==> config.mk <==
export PLATFORM = sky130hd
export DESIGN_NAME = bbpe_seq
export DESIGN_NICKNAME = d
export VERILOG_FILES = /design/src/rtl/bbpe_pkg.sv /design/src/rtl/bbpe_seq.sv
export SDC_FILE = /design/constraint.sdc
export NUM_CORES = 1
export LEC_CHECK = 0
export BUFFER_PORTS_ARGS = -buffer_cell sky130_fd_sc_hd__buf_2
export CAP_MARGIN = 20
export CORE_ASPECT_RATIO = 1.75
export CORE_MARGIN = 2
export CORE_UTILIZATION = 40
export CTS_CLUSTER_DIAMETER = 100
export DETAILED_ROUTE_END_ITERATION = 8
export HOLD_SLACK_MARGIN = 0.06
export PLACE_DENSITY_LB_ADDON = 0.05
export SETUP_SLACK_MARGIN = 0.4
export SLEW_MARGIN = 10
export SYNTH_ARGS = -nofsm -noshare
export SYNTH_HDL_FRONTEND = slang
export SYNTH_SLANG_ARGS = --single-unit
==> constraint.sdc <==
create_clock -name clk -period 5.8 [get_ports clk]
set_clock_uncertainty 0.2 [all_clocks]
set_input_delay 0.29 -clock clk [delete_from_list [all_inputs] [get_ports clk]]
set_output_delay 0.29 -clock clk [all_outputs]
set_load 0.05 [all_outputs]
==> src/rtl/bbpe_pkg.sv <==
// ----------------------------------------------------------------------------
// bbpe_pkg
// Shared types and constants of the box blur pixel engine: transaction
// payloads, configuration bundle, frame store request and register map.
// ----------------------------------------------------------------------------
package bbpe_pkg;

  localparam int IDX_W  = 16;  // linear pixel index
  localparam int PIX_W  = 8;   // sample width
  localparam int DIM_W  = 9;   // image width / height registers
  localparam int RAD_W  = 5;   // blur radius register
  localparam int CNT_W  = RAD_W + 1;       // window step counters, 0..2r
  localparam int ADDR_W = 2 * DIM_W;       // row * width + column < 2^18
  localparam int PADDR_W = 4;

  // Operation codes of an input transaction.
  localparam logic OP_LOAD  = 1'b0;
  localparam logic OP_QUERY = 1'b1;

  // Register indexes, taken from paddr[3:2].
  localparam logic [1:0] REG_WIDTH  = 2'd0;
  localparam logic [1:0] REG_HEIGHT = 2'd1;
  localparam logic [1:0] REG_RADIUS = 2'd2;

  typedef struct packed {
    logic             operation;
    logic [IDX_W-1:0] pixel_index;
    logic [PIX_W-1:0] pixel_value;
  } bbpe_in_t;

  typedef struct packed {
    logic [PIX_W-1:0] blurred_value;
    logic             index_error;
  } bbpe_out_t;

  typedef struct packed {
    logic [DIM_W-1:0] image_width;
    logic [DIM_W-1:0] image_height;
    logic [RAD_W-1:0] blur_radius;
  } bbpe_cfg_t;

  typedef struct packed {
    logic              we;
    logic              re;
    logic [ADDR_W-1:0] addr;
    logic [PIX_W-1:0]  wdata;
  } bbpe_mem_req_t;

endpackage

==> src/rtl/bbpe_seq.sv <==
// ----------------------------------------------------------------------------
// bbpe_seq
// Transaction sequencer: writes loads into the frame store, and for a query
// splits the index into row and column, walks the window one pixel per
// cycle through the store, and divides the sum by the window area.
// ----------------------------------------------------------------------------
module bbpe_seq
  import bbpe_pkg::*;
#(
  parameter int SUM_W = 19,
  parameter int DW    = 19,
  parameter int VW    = 11
) (
  input  logic             clk,
  input  logic             rst_n,
  input  bbpe_cfg_t        cfg,
  input  logic             in_valid,
  output logic             in_ready,
  input  bbpe_in_t         in_item,
  output bbpe_mem_req_t    mem_req,
  input  logic [PIX_W-1:0] rd_data,
  output logic             div_start,
  output logic [DW-1:0]    div_dividend,
  output logic [VW-1:0]    div_divisor,
  input  logic             div_done,
  input  logic [DW-1:0]    div_quot,
  input  logic [VW-1:0]    div_rem,
  output logic             res_valid,
  output bbpe_out_t        res,
  input  logic             res_ack
);

  localparam int POS_W  = DIM_W + 2;    // signed row / column position
  localparam int BASE_W = ADDR_W + 2;   // signed row base address

  typedef enum logic [2:0] {
    ST_IDLE,
    ST_DIV_RC,
    ST_SCAN,
    ST_DRAIN,
    ST_MEAN,
    ST_DIV_MEAN,
    ST_RESULT
  } state_t;

  state_t                   state_r;
  logic [IDX_W-1:0]         idx_r;
  logic signed [POS_W-1:0]  rr_r;
  logic signed [POS_W-1:0]  cc_r;
  logic signed [POS_W-1:0]  cc0_r;
  logic signed [BASE_W-1:0] base_r;
  logic [CNT_W-1:0]         i_r;
  logic [CNT_W-1:0]         j_r;
  logic                     rd_pend_r;
  logic [SUM_W-1:0]         sum_r;
  bbpe_out_t                res_r;

  logic                     in_fire;
  logic [ADDR_W-1:0]        limit;
  logic                     idx_in_image;
  logic [DIM_W-1:0]         row;
  logic [DIM_W-1:0]         col;
  logic [ADDR_W-1:0]        rw;
  logic [BASE_W-1:0]        row_base;
  logic signed [POS_W-1:0]  r_s;
  logic [CNT_W-1:0]         two_r;
  logic [CNT_W-1:0]         side;
  logic [2*CNT_W-1:0]       area;
  logic signed [BASE_W-1:0] scan_addr;
  logic                     in_rng;

  assign in_ready = (state_r == ST_IDLE);
  assign in_fire  = in_valid && in_ready;

  assign limit        = ADDR_W'(cfg.image_width) * ADDR_W'(cfg.image_height);
  assign idx_in_image = ADDR_W'(in_item.pixel_index) < limit;

  assign row      = div_quot[DIM_W-1:0];
  assign col      = div_rem[DIM_W-1:0];
  assign rw       = ADDR_W'(cfg.blur_radius) * ADDR_W'(cfg.image_width);
  assign row_base = BASE_W'(idx_r) - BASE_W'(col);
  assign r_s      = $signed(POS_W'(cfg.blur_radius));
  assign two_r    = {cfg.blur_radius, 1'b0};
  assign side     = two_r + 1'b1;
  assign area     = (2*CNT_W)'(side) * (2*CNT_W)'(side);

  assign scan_addr = base_r + BASE_W'(cc_r);
  assign in_rng = !rr_r[POS_W-1] && (rr_r < $signed(POS_W'(cfg.image_height))) &&
                  !cc_r[POS_W-1] && (cc_r < $signed(POS_W'(cfg.image_width)));

  always_comb begin
    mem_req.we    = in_fire && (in_item.operation == OP_LOAD) && idx_in_image;
    mem_req.re    = (state_r == ST_SCAN) && in_rng;
    mem_req.wdata = in_item.pixel_value;
    mem_req.addr  = mem_req.we ? ADDR_W'(in_item.pixel_index)
                               : scan_addr[ADDR_W-1:0];
  end

  // The divider is started from idle for the row split and from ST_MEAN
  // for the final mean; the operands follow the state.
  always_comb begin
    div_start    = 1'b0;
    div_dividend = DW'(in_item.pixel_index);
    div_divisor  = VW'(cfg.image_width);
    if (in_fire && (in_item.operation == OP_QUERY) && idx_in_image) begin
      div_start = 1'b1;
    end else if (state_r == ST_MEAN) begin
      div_start    = 1'b1;
      div_dividend = DW'(sum_r);
      div_divisor  = VW'(area);
    end
  end

  always_ff @(posedge clk) begin
    if (!rst_n) begin
      state_r   <= ST_IDLE;
      rd_pend_r <= 1'b0;
    end else begin
      rd_pend_r <= mem_req.re;
      if (rd_pend_r) begin
        sum_r <= sum_r + SUM_W'(rd_data);
      end
      case (state_r)
        ST_IDLE: begin
          if (in_fire && (in_item.operation == OP_QUERY)) begin
            idx_r <= in_item.pixel_index;
            if (idx_in_image) begin
              state_r <= ST_DIV_RC;
            end else begin
              res_r.blurred_value <= '0;
              res_r.index_error   <= 1'b1;
              state_r             <= ST_RESULT;
            end
          end
        end
        ST_DIV_RC: begin
          if (div_done) begin
            rr_r    <= $signed(POS_W'(row)) - r_s;
            cc_r    <= $signed(POS_W'(col)) - r_s;
            cc0_r   <= $signed(POS_W'(col)) - r_s;
            base_r  <= $signed(row_base) - $signed(BASE_W'(rw));
            i_r     <= '0;
            j_r     <= '0;
            sum_r   <= '0;
            state_r <= ST_SCAN;
          end
        end
        ST_SCAN: begin
          if (j_r == two_r) begin
            j_r    <= '0;
            cc_r   <= cc0_r;
            rr_r   <= rr_r + 1'b1;
            base_r <= base_r + $signed(BASE_W'(cfg.image_width));
            if (i_r == two_r) begin
              state_r <= ST_DRAIN;
            end else begin
              i_r <= i_r + 1'b1;
            end
          end else begin
            j_r  <= j_r + 1'b1;
            cc_r <= cc_r + 1'b1;
          end
        end
        ST_DRAIN: begin
          // The last window read lands in the sum at this edge.
          state_r <= ST_MEAN;
        end
        ST_MEAN: begin
          state_r <= ST_DIV_MEAN;
        end
        ST_DIV_MEAN: begin
          if (div_done) begin
            res_r.blurred_value <= div_quot[PIX_W-1:0];
            res_r.index_error   <= 1'b0;
            state_r             <= ST_RESULT;
          end
        end
        ST_RESULT: begin
          if (res_ack) begin
            state_r <= ST_IDLE;
          end
        end
        default: begin
          state_r <= ST_IDLE;
        end
      endcase
    end
  end

  assign res_valid = (state_r == ST_RESULT);
  assign res       = res_r;

endmodule

==> flow_metrics.tcl <==
set metrics [dict create \
    outcome "complete, but fails checks" \
    violations "setup timing" \
    grt_usage_pct 25.68 \
    path_max_fanout 5 \
    clockRootBuffer "clkbuf_16" \
    syn_nets 1963 \
    fin_tns_setup_ps -5748 \
    required_ps 5310 \
    drc_errors 0 \
    slowest_delay_ps 520 \
    critical-path-slowest-cell "fa_1" \
    crit_path_end_kind "output port" \
    ys.flop_type "edfxtp_1" \
    yosys.area_share.adder_pct 28.02 \
    ir_worst_vdd_uv 427.9 \
    pwr-share-clk_pct 10.4 \
    synth_top_family_by_area "adder cells" \
    antenna_found_initial 2 \
    synth_area_per_cell_um2 8.698 \
    crit_arrival_ps 5640 \
    drt_iter0_drc 530 \
    critPathBufInv 8 \
    clk_pin_slew_ps 80 \
    instances_no_fill 2319 \
    rsz0062_at_grt "yes" \
    gp_congestion 0.8928 \
    fmax_mhz 163.0 \
    vias 12200 \
    clk_latency_ps 400 \
    dp.cells 2259 \
    p_leak_nw 8.053 \
    ys_top_cells_by_area "edfxtp_1, ha_1, fa_1, xnor2_1, inv_1" \
    yosys.area.top_type "edfxtp_1" \
    synth-xor-area-share_pct 8.944 \
    ant_nets 0 \
    fillerInstances 3349 \
    p_int_mw 3.596 \
    path_common_cell "fa_1" \
    synth_cell_types 66 \
    timing.rr.start "idx_r[0]" \
    hp-class "input port to flip-flop" \
    synth_warnings 0 \
    hold_violations 0 \
    maxCapViolCount 0 \
    worst_slew_pin_slew_ps 1005 \
    layout.nets 2205 \
    syn_to_final_growth_pct 24.30 \
    die_w_um 145.4 \
    grt_pass1_vias 12720 \
    clk_path_buf_depth 2 \
    routed_wl_um 46080 \
    seq_area_frac_synth_pct 23.30 \
    initial_core_util_pct 40.64 \
    finalSetupViolations 19 \
    critPathLaunch "cfg[10]" \
    min-delay-start "div_quot[1]" \
    power.density_mw_per_mm2 389.7 \
    period_needed_ps 6133 \
    overflow 0 \
    hpwl_um 37440 \
    cts-htree-levels 3 \
    firstDrtPassIters 5 \
    grt_pass1_wl_um 71000 \
    synth-compound-area-share_pct 12.09 \
    die-area_mm2 0.03658 \
    period_share_pct 105.7 \
    fp-row-count 90 \
    start_kind "input port" \
    portBuffers 132 \
    multi_input_area_mm2 0.01023 \
    switching_share_pct 46.98 \
    synth_mux_area_share_pct 2.555 \
    wire_per_inst_um 19.87 \
    core_mm2 0.03446 \
    slew_violations 0 \
    cts_sinks 110 \
    synth-edff-count 106 \
    dpl_worst_slack_ps -602.1 \
    seqCellArea_mm2 0.003263 \
    worst_slack_ps -333.4 \
    drt-vias-per-instance 5.259 \
    synth-seq-cells 110 \
    seqPwrFrac_pct 17.4 \
    ios 161 \
    synth_top_area_share_pct 22.73 \
    cts_tree "yes" \
    synthSimpleGateAreaFrac_pct 18.30 \
    cts_made_buffers 9 \
    crit_family "adder cells" \
    syn_area_mm2 0.01400 \
    drive_above_1_share_pct 21.86 \
    p_sw_mw 3.186 \
    synth_cells 1610 \
    slew-limit-headroom_pct 32.99 \
    die_h_um 251.5 \
    comb_power_share_pct 72.2 \
    ys_async_sr_fraction_pct 0 \
    crit_type "input port to output port" \
    grt_start_max_net_pins 50 \
]
[timing repair]
action	in CTS	in global routing
hold endpoints to repair	17	0
hold buffers	17	0
pin swaps	38	17
resized for setup	141	25
endpoints found under the setup margin	35	35
setup buffers	15	7
cloned	2	0
[per-stage QoR]
| stage | area [um2] | util, % | power [mW] | hold WS, ps |
|---|---|---|---|---|
| after floorplan | 14360 | - | 4.350 | 188.9 |
| after global placement | 16100 | 46.73 | 5.606 | 362.4 |
| after detailed placement | 16100 | 46.73 | 5.645 | 367.4 |
| after CTS | 17220 | 49.96 | 6.715 | 60.34 |
| after global routing | 17400 | 50.51 | 7.331 | 78.39 |
| final | 17410 | 50.52 | 6.783 | 69.53 |
[layer usage]
metal	global-route usage (%)	routed length, um
met1	27.08	17070
met2	50.07	25290
met3	3.038	1515
met4	12.21	2210
met5	0	0
[power groups by stage]
stage               logic, mW  clock network, mW  registers, mW
detailed placement       4.45                  0           1.20
finish                   4.89              0.708           1.18
global route             5.39              0.744           1.19
CTS                      4.81              0.726           1.18
global placement         4.41                  0           1.20
floorplan                3.19                  0           1.16
[layout by cell type, fill, tap and decap left out, drive strengths merged, types with 4 or more instances in the layout]
| master | synthesis | routed |
|---|---|---|
| buf | 11 | 265 |
| inv | 182 | 187 |
| nand2 | 180 | 180 |
| ha | 176 | 176 |
| nor2 | 174 | 174 |
| edfxtp | 106 | 106 |
| xnor2 | 89 | 89 |
| fa | 86 | 86 |
| o21ai | 73 | 73 |
| a21oi | 73 | 73 |
| xor2 | 54 | 54 |
| a21o | 34 | 34 |
| and2 | 33 | 33 |
| nand3 | 31 | 31 |
| nor3 | 31 | 31 |
| nand2b | 20 | 20 |
| nor2b | 19 | 19 |
| and3 | 18 | 18 |
| dlygate4sd3 | 0 | 17 |
| mux2i | 17 | 17 |
| mux2 | 15 | 15 |
| o21a | 14 | 14 |
| or3 | 13 | 13 |
| o211ai | 10 | 10 |
| nor4 | 10 | 10 |
| clkbuf | 40 | 9 |
| nor3b | 9 | 9 |
| a211oi | 9 | 9 |
| o21bai | 8 | 8 |
| clkinv | 6 | 8 |
| a31oi | 7 | 7 |
| a21boi | 6 | 6 |
| nand4 | 5 | 5 |
| or2 | 5 | 5 |
| o31a | 4 | 4 |
| dfxtp | 4 | 4 |
[state kept, by name, indices dropped and copies added (netlist names)]
| signal | cells |
|---|---|
| rr_r | 11 |
| state_r | 3 |
| idx_r | 16 |
| cc_r | 11 |
| rd_pend_r | 1 |
| j_r | 6 |
| res | 9 |
| i_r | 6 |
| sum_r | 19 |
| base_r | 18 |
| cc0_r | 10 |
[final cells by class]
| type | count | area share, % |
|---|---|---|
| Clock inverter | 7 | 0.5679 |
| Sequential cell | 110 | 18.75 |
| Inverter | 188 | 4.464 |
| Timing Repair Buffer | 282 | 12.82 |
| Tap cell | 460 | 3.306 |
| Multi-Input combinational cell | 1261 | 58.78 |
| Antenna cell | 2 | 0.02875 |
| Clock buffer | 9 | 1.294 |
[cells by family after synthesis]
kind of cell    Yosys count
simple gates            558
compound gates          266
fa+ha+maj               262
buf+inv                 239
xor+xnor                143
flops                   110
mux                      32
[synth_stat cells, types with 13 or more instances]
library cell  instances
inv_1               180
nand2_1             180
ha_1                176
nor2_1              174
edfxtp_1            106
xnor2_1              89
fa_1                 86
a21oi_1              73
o21ai_0              72
xor2_1               54
clkbuf_1             40
a21o_1               34
and2_1               33
nand3_1              31
nor3_1               31
nand2b_1             20
and3_1               18
nor2b_1              18
mux2i_1              17
o21a_1               14
or3_1                13
[path summary, 6_finish.rpt]
| path | endpoint | slack, ps | cells after the start |
|---|---|---|---|
| worst max-delay path | mem_req[23] | -330 | 27 |
| worst min register to register | cc_r[4] | 390 | 2 |
| worst min-delay path | res[2] | 70 | 3 |
| worst max register to register | base_r[14] | 1500 | 18 |
[tightest hold or removal path: stages]
cell,delay [ps]
buf_2,90
inv_1,60
nor2_1,100
Note: power is estimated with default switching activity, not from simulation.
