**src/rtl/bbpe_div.sv**
```systemverilog
// ----------------------------------------------------------------------------
// bbpe_div
// Restoring divider, one quotient bit per cycle. Shared between the
// row/column split of a pixel index and the final window mean.
// ----------------------------------------------------------------------------
module bbpe_div #(
  parameter int DW = 19,
  parameter int VW = 11
) (
  input  logic          clk,
  input  logic          rst_n,
  input  logic          start,
  input  logic [DW-1:0] dividend,
  input  logic [VW-1:0] divisor,
  output logic          done,
  output logic [DW-1:0] quot,
  output logic [VW-1:0] rem
);

  localparam int CW = $clog2(DW);

  logic          busy_r;
  logic          done_r;
  logic [CW-1:0] cnt_r;
  logic [DW-1:0] q_r;
  logic [VW-1:0] rem_r;
  logic [VW-1:0] dsr_r;

  logic [VW:0]   trial;
  logic          ge;
  logic [VW:0]   diff;

  assign trial = {rem_r, q_r[DW-1]};
  assign ge    = trial >= {1'b0, dsr_r};
  assign diff  = trial - {1'b0, dsr_r};

  always_ff @(posedge clk) begin
    if (!rst_n) begin
      busy_r <= 1'b0;
      done_r <= 1'b0;
    end else begin
      done_r <= 1'b0;
      if (start) begin
        busy_r <= 1'b1;
        cnt_r  <= '0;
        q_r    <= dividend;
        rem_r  <= '0;
        dsr_r  <= divisor;
      end else if (busy_r) begin
        // Dividend bits leave at the top of q_r while quotient bits enter below.
        q_r   <= {q_r[DW-2:0], ge};
        rem_r <= ge ? diff[VW-1:0] : trial[VW-1:0];
        cnt_r <= cnt_r + 1'b1;
        if (cnt_r == CW'(DW - 1)) begin
          busy_r <= 1'b0;
          done_r <= 1'b1;
        end
      end
    end
  end

  assign done = done_r;
  assign quot = q_r;
  assign rem  = rem_r;

endmodule

```
**config.mk**
```make
export PLATFORM = sky130hd
export DESIGN_NAME = bbpe_div
export DESIGN_NICKNAME = d
export VERILOG_FILES = /design/src/rtl/bbpe_div.sv
export SDC_FILE = /design/constraint.sdc
export NUM_CORES = 1
export LEC_CHECK = 0
export ABC_AREA = 1
export ABC_CLOCK_PERIOD_IN_PS = 3800
export BUFFER_PORTS_ARGS = -buffer_cell sky130_fd_sc_hd__buf_4
export CORE_MARGIN = 10
export CORE_UTILIZATION = 54
export DETAILED_ROUTE_END_ITERATION = 10
export PLACE_DENSITY = 0.84
export REMOVE_ABC_BUFFERS = 1
export SYNTH_ARGS = -nofsm -noshare
export SYNTH_HDL_FRONTEND = slang
export SYNTH_SLANG_ARGS = --single-unit
export TNS_END_PERCENT = 100
```
**constraint.sdc**
```tcl
create_clock -name clk -period 3.8 [get_ports clk]
set_input_delay 0.19 -clock clk [delete_from_list [all_inputs] [get_ports clk]]
set_output_delay 0.19 -clock clk [all_outputs]
set_load 0.01 [all_outputs]
```
==> metrics.md, run 1 <==
| Metric | Value |
|---|---|
| Status | `complete, no violations` |
| Final Instance Area | `3470 sq um` |
| Ant diodes | `0` |
| Cell leakage power | `1.76 nW` |
| Dpl cell area | `3320 sq um` |
| I/O Pins | `64` |
| Final weighted congestion in routability-driven placement | `0.895` |
| Met1 usage | `0.182` |
| Cts hold-fix bufs | `0` |
| Pin count of the biggest net entering global routing | `37` |
| Total CTS buffers | `5` |
| Mapped Cells | `334` |
| Final Hold Vio Count | `0` |
| Measured slew at the worst slew-check pin | `1.15 ns` |
| Pre-CTS setup slack | `1.40 ns` |
| Sink Count | `48` |
| Vias | `2401` |
| Count of state elements after synthesis | `48` |
| Final wirelength | `6680 microns` |
| Initial DRT Pass Iterations | `5` |
| DRC viols | `0` |
| Maximum root-to-sink buffer count | `2` |
| Clock latency reported for the late side of the worst-skew pair | `0.31 ns` |
| H-Tree Depth | `2` |
| CORE AREA | `5070 sq um` |
| # nets final | `441` |
| Post-CTS setup buffers | `0` |
| Worst Hold End | `dsr_r[4]` |
| HP Start | `divisor[4]` |
| Post-synth cell types | `26` |
| Die ar. | `8490 sq um` |
| Syn avg cell area | `8.42 sq um` |
| Number of routed nets with antenna violations | `0` |
| Area Growth Syn to Fin | `23.6%` |
| Die Ht | `92.2 microns` |
| Initial antenna violation count | `0` |
| Final worst slack | `1.36 ns` |
| Peak VDD IR | `365 uV` |
| CP Launch Type | `flip-flop` |
| GRT Total Usage | `0.158` |
| R2r endpoint | `rem[7]` |
| Total number of yosys warnings | `0` |
| Number of vias per cell | `5.16` |
| Worst-path clk slew | `0.09 ns` |
| Share of cells above drive strength 1 | `0.223` |
| Unrepaired setup endpoints after global routing | `false` |
| Met3 GRT Util | `0.0611` |
| Worst Clk Skew | `0.00835 ns` |
| Starting Density | `0.554` |
| Multi-input gate area | `1130 sq um` |
| GRT overflow | `0` |
| Crit path time final | `2.44 ns` |
| Post-synth top area cell | `edfxtp_1` |
| Worst R2R Path Depth | `9` |
| Post-CTS sizing | `0` |
| Met2 GRT Util | `0.262` |
| Synth area leaders | `edfxtp_1 49%, nand2_1 16%, inv_1 7.3%, ha_1 5.8%, nor2_1 4.3%` |
| TNS Setup | `0 ns` |
| Achievable Freq | `0.410 GHz` |
| Critical path class | `flip-flop to flip-flop` |
| CP arrival | `2.51 ns` |
| PwrDens | `434 nW/um^2` |
| Max-cap violations | `0` |
| CTS tree | `done` |
| HPWL Detailed | `5080 microns` |
| Vias in the first global route | `2449` |
| Port bufs | `63` |
| Worst EP required | `3.87 ns` |
| Max FO, Critical Path | `11` |
| Root buffer cell | `clkbuf_8` |
| Initial DRC count | `170` |
| Tcrit/Tclk final | `0.642` |
| Seq/Total Area, Yosys | `0.506` |
| Setup slack on the worst flop-to-flop path | `1.36 ns` |
| Pins Over Slew Limit | `0` |
| Final setup viols | `0` |
| Storage cell area | `1420 sq um` |
| Layout fillers | `425` |
| Post-synth top area share | `0.491` |
| Setup crit end kind | `flip-flop` |
| Slew headroom | `0.233` |
| Hold Worst Slack | `0.0546 ns` |
| Placed cells | `457` |
| Worst Hold Depth | `1` |
| Gr busiest metal | `met2` |
| Synthesized area | `2810 sq um` |
| Worst min path class | `input pin to flip-flop` |
| Worst reg2reg path startpoint | `rem[8]` |
| Die X | `92.2 microns` |
| Layout Cells excl Fill | `465` |
| WL/cell | `14.4 microns` |
| FP Rows | `26` |
| First-pass GRT wire length | `11100 microns` |
==> flip-flops by register name, summed over array words and instances (netlist names) <==
name	count
quot	19
dsr_r	11
rem	11
cnt_r	5
busy_r	1
done	1
==> cell type report <==
class,count,area share
multi-input cells,221,0.324
clock buffers,5,0.0198
clock inverters,3,0.0259
repair buffers,63,0.136
well taps,70,0.0252
flip-flops and latches,48,0.409
inverters,55,0.0594
==> how the worst max path moves through the flow <==
stage,endpoint,slack (ns),from,cells after the start
2_1_floorplan,cnt_r[0],1.08,start,2
3_3_place_gp,quot[7],1.40,start,3
3_5_place_dp,quot[6],1.40,start,3
4_1_cts,rem[4],1.39,rem[8],9
5_1_grt,rem[10],1.18,quot[18],11
6_report,rem[7],1.36,rem[8],9
==> worst max-delay path: stages, from the launching register on <==
cell and delay (ns):
edfxtp_1 0.45, ha_1 0.38, nand2_1 0.08, nand2_1 0.07, nand2_1 0.06, nand2_1 0.07
a21oi_1 0.69, nand4_1 0.20, nand2_1 0.15, nor2_1 0.05
==> cells in the final DEF (no fill, tap or decap) <==
master	n
fa_1	1
a21oi_4	1
clkbuf_8	5
nand3_1	13
edfxtp_1	46
dfxtp_1	2
inv_1	55
xnor2_1	1
o21ai_0	1
buf_4	63
bufinv_16	3
o21ai_2	1
nor2_1	32
nor3_1	1
nor2_2	7
nand4_2	1
ha_1	13
nor4_1	1
nand3_2	4
xor2_1	4
a21oi_1	4
nand2_1	121
nand2_2	2
nor3_4	1
nand4_1	12
==> cells by family after synthesis <==
kind of cell	Yosys count	synth area share
AOI/OAI and AO/OA	7	0.0138
xor gates and xnor gates	5	0.0156
adders and majority gates	14	0.0650
buffers and inverters	65	0.0975
DFF	48	0.506
and+or+nand+nor	195	0.303
==> per-layer routing <==
layer,share of wire,wire length (microns),vias up
li1,-,-,1177
met1,0.41,2720,1114
met2,0.47,3170,97
met3,0.099,659,13
met4,0.020,131,0
met5,0,0,-
==> stage by stage <==
stage	power, mW	util
global placement	1.00	0.653
floorplan	0.885	-
finish	1.51	0.685
global route	1.59	0.685
detailed placement	1.01	0.653
CTS	1.51	0.685
==> power by group <==
part           total [mW]  switching (mW)  internal (mW)  leakage (nW)
sequential          0.657          0.0257          0.632         0.459
combinational       0.346           0.208          0.139          1.22
clock               0.506           0.177          0.329        0.0784
==> Yosys cell counts, drive strengths merged <==
master / number
a21oi: 5
buf: 8
clkbuf: 2
dfxtp: 2
edfxtp: 46
fa: 1
ha: 13
inv: 55
nand2: 123
nand3: 17
nand4: 13
nor2: 39
nor3: 2
nor4: 1
o21ai: 2
xnor2: 1
xor2: 4
Power figures use the tool's default switching activity.
==> run 2: changes to the inputs <==
--- a/config.mk
+++ b/config.mk
@@ -5,11 +5,11 @@
 export SDC_FILE = /design/constraint.sdc
 export NUM_CORES = 1
 export LEC_CHECK = 0
-export ABC_AREA = 1
-export ABC_CLOCK_PERIOD_IN_PS = 3800
+export ABC_AREA = 0
+export ABC_CLOCK_PERIOD_IN_PS = 2450
 export BUFFER_PORTS_ARGS = -buffer_cell sky130_fd_sc_hd__buf_4
 export CORE_MARGIN = 10
-export CORE_UTILIZATION = 54
+export CORE_UTILIZATION = 53
 export DETAILED_ROUTE_END_ITERATION = 10
 export PLACE_DENSITY = 0.84
 export REMOVE_ABC_BUFFERS = 1
==> constraint.sdc (replaced) <==
create_clock -name clk -period 2.45 [get_ports clk]
set_input_delay 0.1225 -clock clk [delete_from_list [all_inputs] [get_ports clk]]
set_output_delay 0.1225 -clock clk [all_outputs]
set_load 0.01 [all_outputs]
==> run 2 against run 1 <==
Register-to-register slack lost 1.3 ns; total power up 43%; first-iteration DRC count decreased by 44%; final area decreased by 0.86%; worst setup slack lost 1.3 ns; count of clock-buffer cells in the layout grew 3; non-clock buffer count is 25 higher; sequential power rose by 57%; clock power down 4.2%; die area decreased by 5.9%; largest cell class unchanged; highest routed layer unchanged.
==> metrics.md, run 2 <==
| Metric | Value |
|---|---|
| Number of synthesized flops with an enable pin | `46 (unchanged)` |
| Starting Density | `0.544 (-0.00973)` |
| Most frequent cells in the layout | `77 x buf_4, 46 x edfxtp_1, 18 x mux2_2, 16 x inv_1` |
| Critical path class | `flip-flop to flip-flop` |
| Hold Worst Slack | `0.0905 ns (+0.0359 ns)` |
| Async set or reset register ratio after synthesis | `0 (unchanged)` |
| Storage cell area | `1420 sq um (unchanged)` |
| Die ar. | `8000 sq um (-5.9%)` |
| Vias | `1936 (-19%)` |
| TNS Setup | `0 ns (unchanged)` |
| CTS tree | `done` |
| Total CTS buffers | `5 (unchanged)` |
| Worst R2R Path Depth | `9 (unchanged)` |
| H-Tree Depth | `2 (unchanged)` |
| Pre-CTS setup slack | `-0.0725 ns (-1.47 ns)` |
| Cell with the most instances after synthesis | `edfxtp_1` |
| Worst min path class | `input pin to flip-flop` |
| WL/cell | `17.3 microns (+21%)` |
| Die Ht | `89.4 microns (-3.0%)` |
| Met3 wire length | `452 microns (-31%)` |
| Commonest cells in the netlist | `46 x edfxtp_1, 18 x mux2_2, 16 x inv_1` |
| Tcrit/Tclk final | `0.980 (+0.338)` |
| Ant diodes | `0 (unchanged)` |
| Dpl cell area | `3150 sq um (-5.1%)` |
| Worst Hold Depth | `3 (+2)` |
| Top FF cell, synth | `edfxtp_1` |
| Switch share | `0.286 (+0.0139)` |
| Initial antenna violation count | `0 (unchanged)` |
| Setup crit end kind | `flip-flop` |
| Final weighted congestion in routability-driven placement | `0.871 (-2.8%)` |
| Port bufs | `63 (unchanged)` |
| Final Instance Area | `3440 sq um (-0.86%)` |
| Unrepaired setup endpoints after global routing | `true` |
| Worst Clk Skew | `0.00297 ns (-0.00539 ns)` |
| Final Hold Vio Count | `0 (unchanged)` |
| Placed cells | `326 (-29%)` |
| I/O Pins | `64 (unchanged)` |
| Max FFs per register | `19 (unchanged)` |
| Finished Core Util | `0.734 (+0.0495)` |
| Peak VDD IR | `437 uV (+20%)` |
| HPWL Detailed | `4210 microns (-17%)` |
| CORE AREA | `4690 sq um (-7.5%)` |
| GRT overflow | `0 (unchanged)` |
| Setup slack on the worst flop-to-flop path | `0.05 ns (-1.31 ns)` |
| Layout fillers | `334 (-21%)` |
| First-pass GRT wire length | `9750 microns (-12%)` |
| Synth area leaders | `edfxtp_1 54%, mux2_2 7.9%, ha_1 6.4%, inv_1 2.4%, a21oi_1 2.2%` |
| Worst Hold End | `quot[0]` |
| Number of vias per cell | `5.55 (+7.4%)` |
| PwrDens | `628 nW/um^2 (+45%)` |
| Count of state elements after synthesis | `48 (unchanged)` |
| DRC viols | `0 (unchanged)` |
| Die X | `89.4 microns (-3.0%)` |
| Root buffer cell | `clkbuf_8` |
| Final setup viols | `0 (unchanged)` |
| Seq/Total Area, Yosys | `0.557 (+0.0510)` |
| Slew headroom | `0.666 (+0.432)` |
| Vias in the first global route | `2044 (-17%)` |
| Met1 WL | `2530 microns (-6.9%)` |
| Layout Cells excl Fill | `349 (-25%)` |
| Worst-path clk slew | `0.08 ns (about the same)` |
| CP arrival | `2.53 ns (+0.02 ns)` |
| HP Start | `dividend[0]` |
| Pins Over Slew Limit | `0 (unchanged)` |
| Share of cells above drive strength 1 | `0.417 (+0.194)` |
| Maximum root-to-sink buffer count | `2 (unchanged)` |
| Max-cap violations | `0 (unchanged)` |
| Post-synth top area share | `0.541 (+0.0496)` |
| Crit path time final | `2.40 ns (-0.0402 ns)` |
| CP Launch Type | `flip-flop` |
| Multi-input gate area | `1120 sq um (-0.89%)` |
| Post-synth top area cell | `edfxtp_1` |
| Clock latency reported for the late side of the worst-skew pair | `0.29 ns (-0.02 ns)` |
| Sink Count | `48 (unchanged)` |
| Synthesized area | `2550 sq um (-9.2%)` |
| Initial DRC count | `96 (-44%)` |
| Number of routed nets with antenna violations | `0 (unchanged)` |
| Total number of yosys warnings | `0 (unchanged)` |
| Initial DRT Pass Iterations | `5 (unchanged)` |
| WL met2 | `3010 microns (-4.9%)` |
| Max FO, Critical Path | `7 (-4)` |
| Final wirelength | `6050 microns (-9.5%)` |
| Final worst slack | `0.0491 ns (-1.31 ns)` |
| Clock power frac | `0.224 (-0.111)` |
| Switching power | `0.618 mW (+51%)` |
| Final Power | `2.16 mW (+43%)` |
| Int Pwr | `1.55 mW (+41%)` |
| R2r endpoint | `rem[9]` |
| Leading cell type in the layout, fill and taps excluded | `buf_4` |
| Status | `complete, no violations` |
| GRT Total Usage | `0.156 (-0.00216)` |
| Mapped Cells | `204 (-39%)` |
| Achievable Freq | `0.417 GHz (+1.7%)` |
| Top sig layer | `met4` |
| Worst reg2reg path startpoint | `quot[18]` |
| Cell leakage power | `1.43 nW (-19%)` |
| Seq pwr share | `0.474 (+0.038)` |
| Area Growth Syn to Fin | `34.9%` |
| Post-synth cell types | `40 (+54%)` |
| # nets final | `341 (-23%)` |
| Pin count of the biggest net entering global routing | `40 (+8.1%)` |
| Syn avg cell area | `12.5 sq um (+49%)` |
| FP Rows | `25 (-3.8%)` |
| Worst EP required | `2.58 ns (-1.29 ns)` |
| Comb pwr share | `0.302 (+0.073)` |
| Measured slew at the worst slew-check pin | `0.501 ns (-0.647 ns)` |
run 2: cell count changes in the layout (fill, tap and decap cells not counted), moves of 10 or more:
cell,previous run,this run
buf_4,63,77
nand3_1,13,3
nand2_1,121,9
inv_1,55,16
mux2_2,0,18
dlygate4sd3_1,0,11
nand4_1,12,1
nor2_1,32,12
run 2: worst max-delay path by stage:
stage	cells past startpoint	slack, ns	start	endpoint
5_1_grt	9	-0.03	quot[18]	rem[10]
2_1_floorplan	9	-0.06	quot[18]	rem[10]
3_5_place_dp	9	-0.07	quot[18]	rem[9]
3_3_place_gp	9	0.03	quot[18]	rem[10]
4_1_cts	9	0.008	quot[18]	rem[10]
6_report	9	0.05	quot[18]	rem[9]
run 2: power by group through the flow:
stage | registers (mW) | logic, mW | clock network [mW]
finish | 1.03 | 0.654 | 0.485
global route | 1.03 | 0.719 | 0.531
CTS | 1.03 | 0.621 | 0.496
detailed placement | 1.04 | 0.583 | 0
global placement | 1.04 | 0.569 | 0
floorplan | 1.06 | 0.336 | 0
run 2: logic make-up (layout without fill, tap and decap cells):
group,after synthesis,in the layout,synth area share
DFF,48,48,0.557
and+or+nand+nor,47,48,0.108
AOI/OAI and AO/OA,46,46,0.118
buffers and inverters,22,112,0.0358
muxes,18,18,0.0794
adders and majority gates,14,14,0.0715
xor gates and xnor gates,9,9,0.0309
run 2: critical path: stages, from the launching register on:
cell and delay [ns]:
edfxtp_1 0.36, inv_1 0.05, ha_2 0.20, fa_2 0.35, nand2b_4 0.16, a21oi_4 0.17
o21ai_4 0.09, nor3b_4 0.18, or3_4 0.42, o32ai_2 0.26
run 2: layer usage:
metal,up-vias,GRT usage
met2,62,0.258
met5,-,0
met4,0,0.0390
met3,6,0.0556
met1,938,0.188
li1,930,-
run 2: layout make-up:
type / instances / area share
inverter: 16 / 0.0174
timing repair buffer: 88 / 0.200
multi-input combinational: 135 / 0.324
clock buffer: 8 / 0.0262
tap: 54 / 0.0196
sequential: 48 / 0.413
run 2: timing repair:
item                                    4_1_cts  5_1_grt
gates cloned                                  1        0
resized for setup                             3        9
pin swaps                                     2        3
endpoints found under the setup margin        4       10
hold buffers                                 11        0
endpoints found under the hold margin        11        0
buffers inserted                              0        3
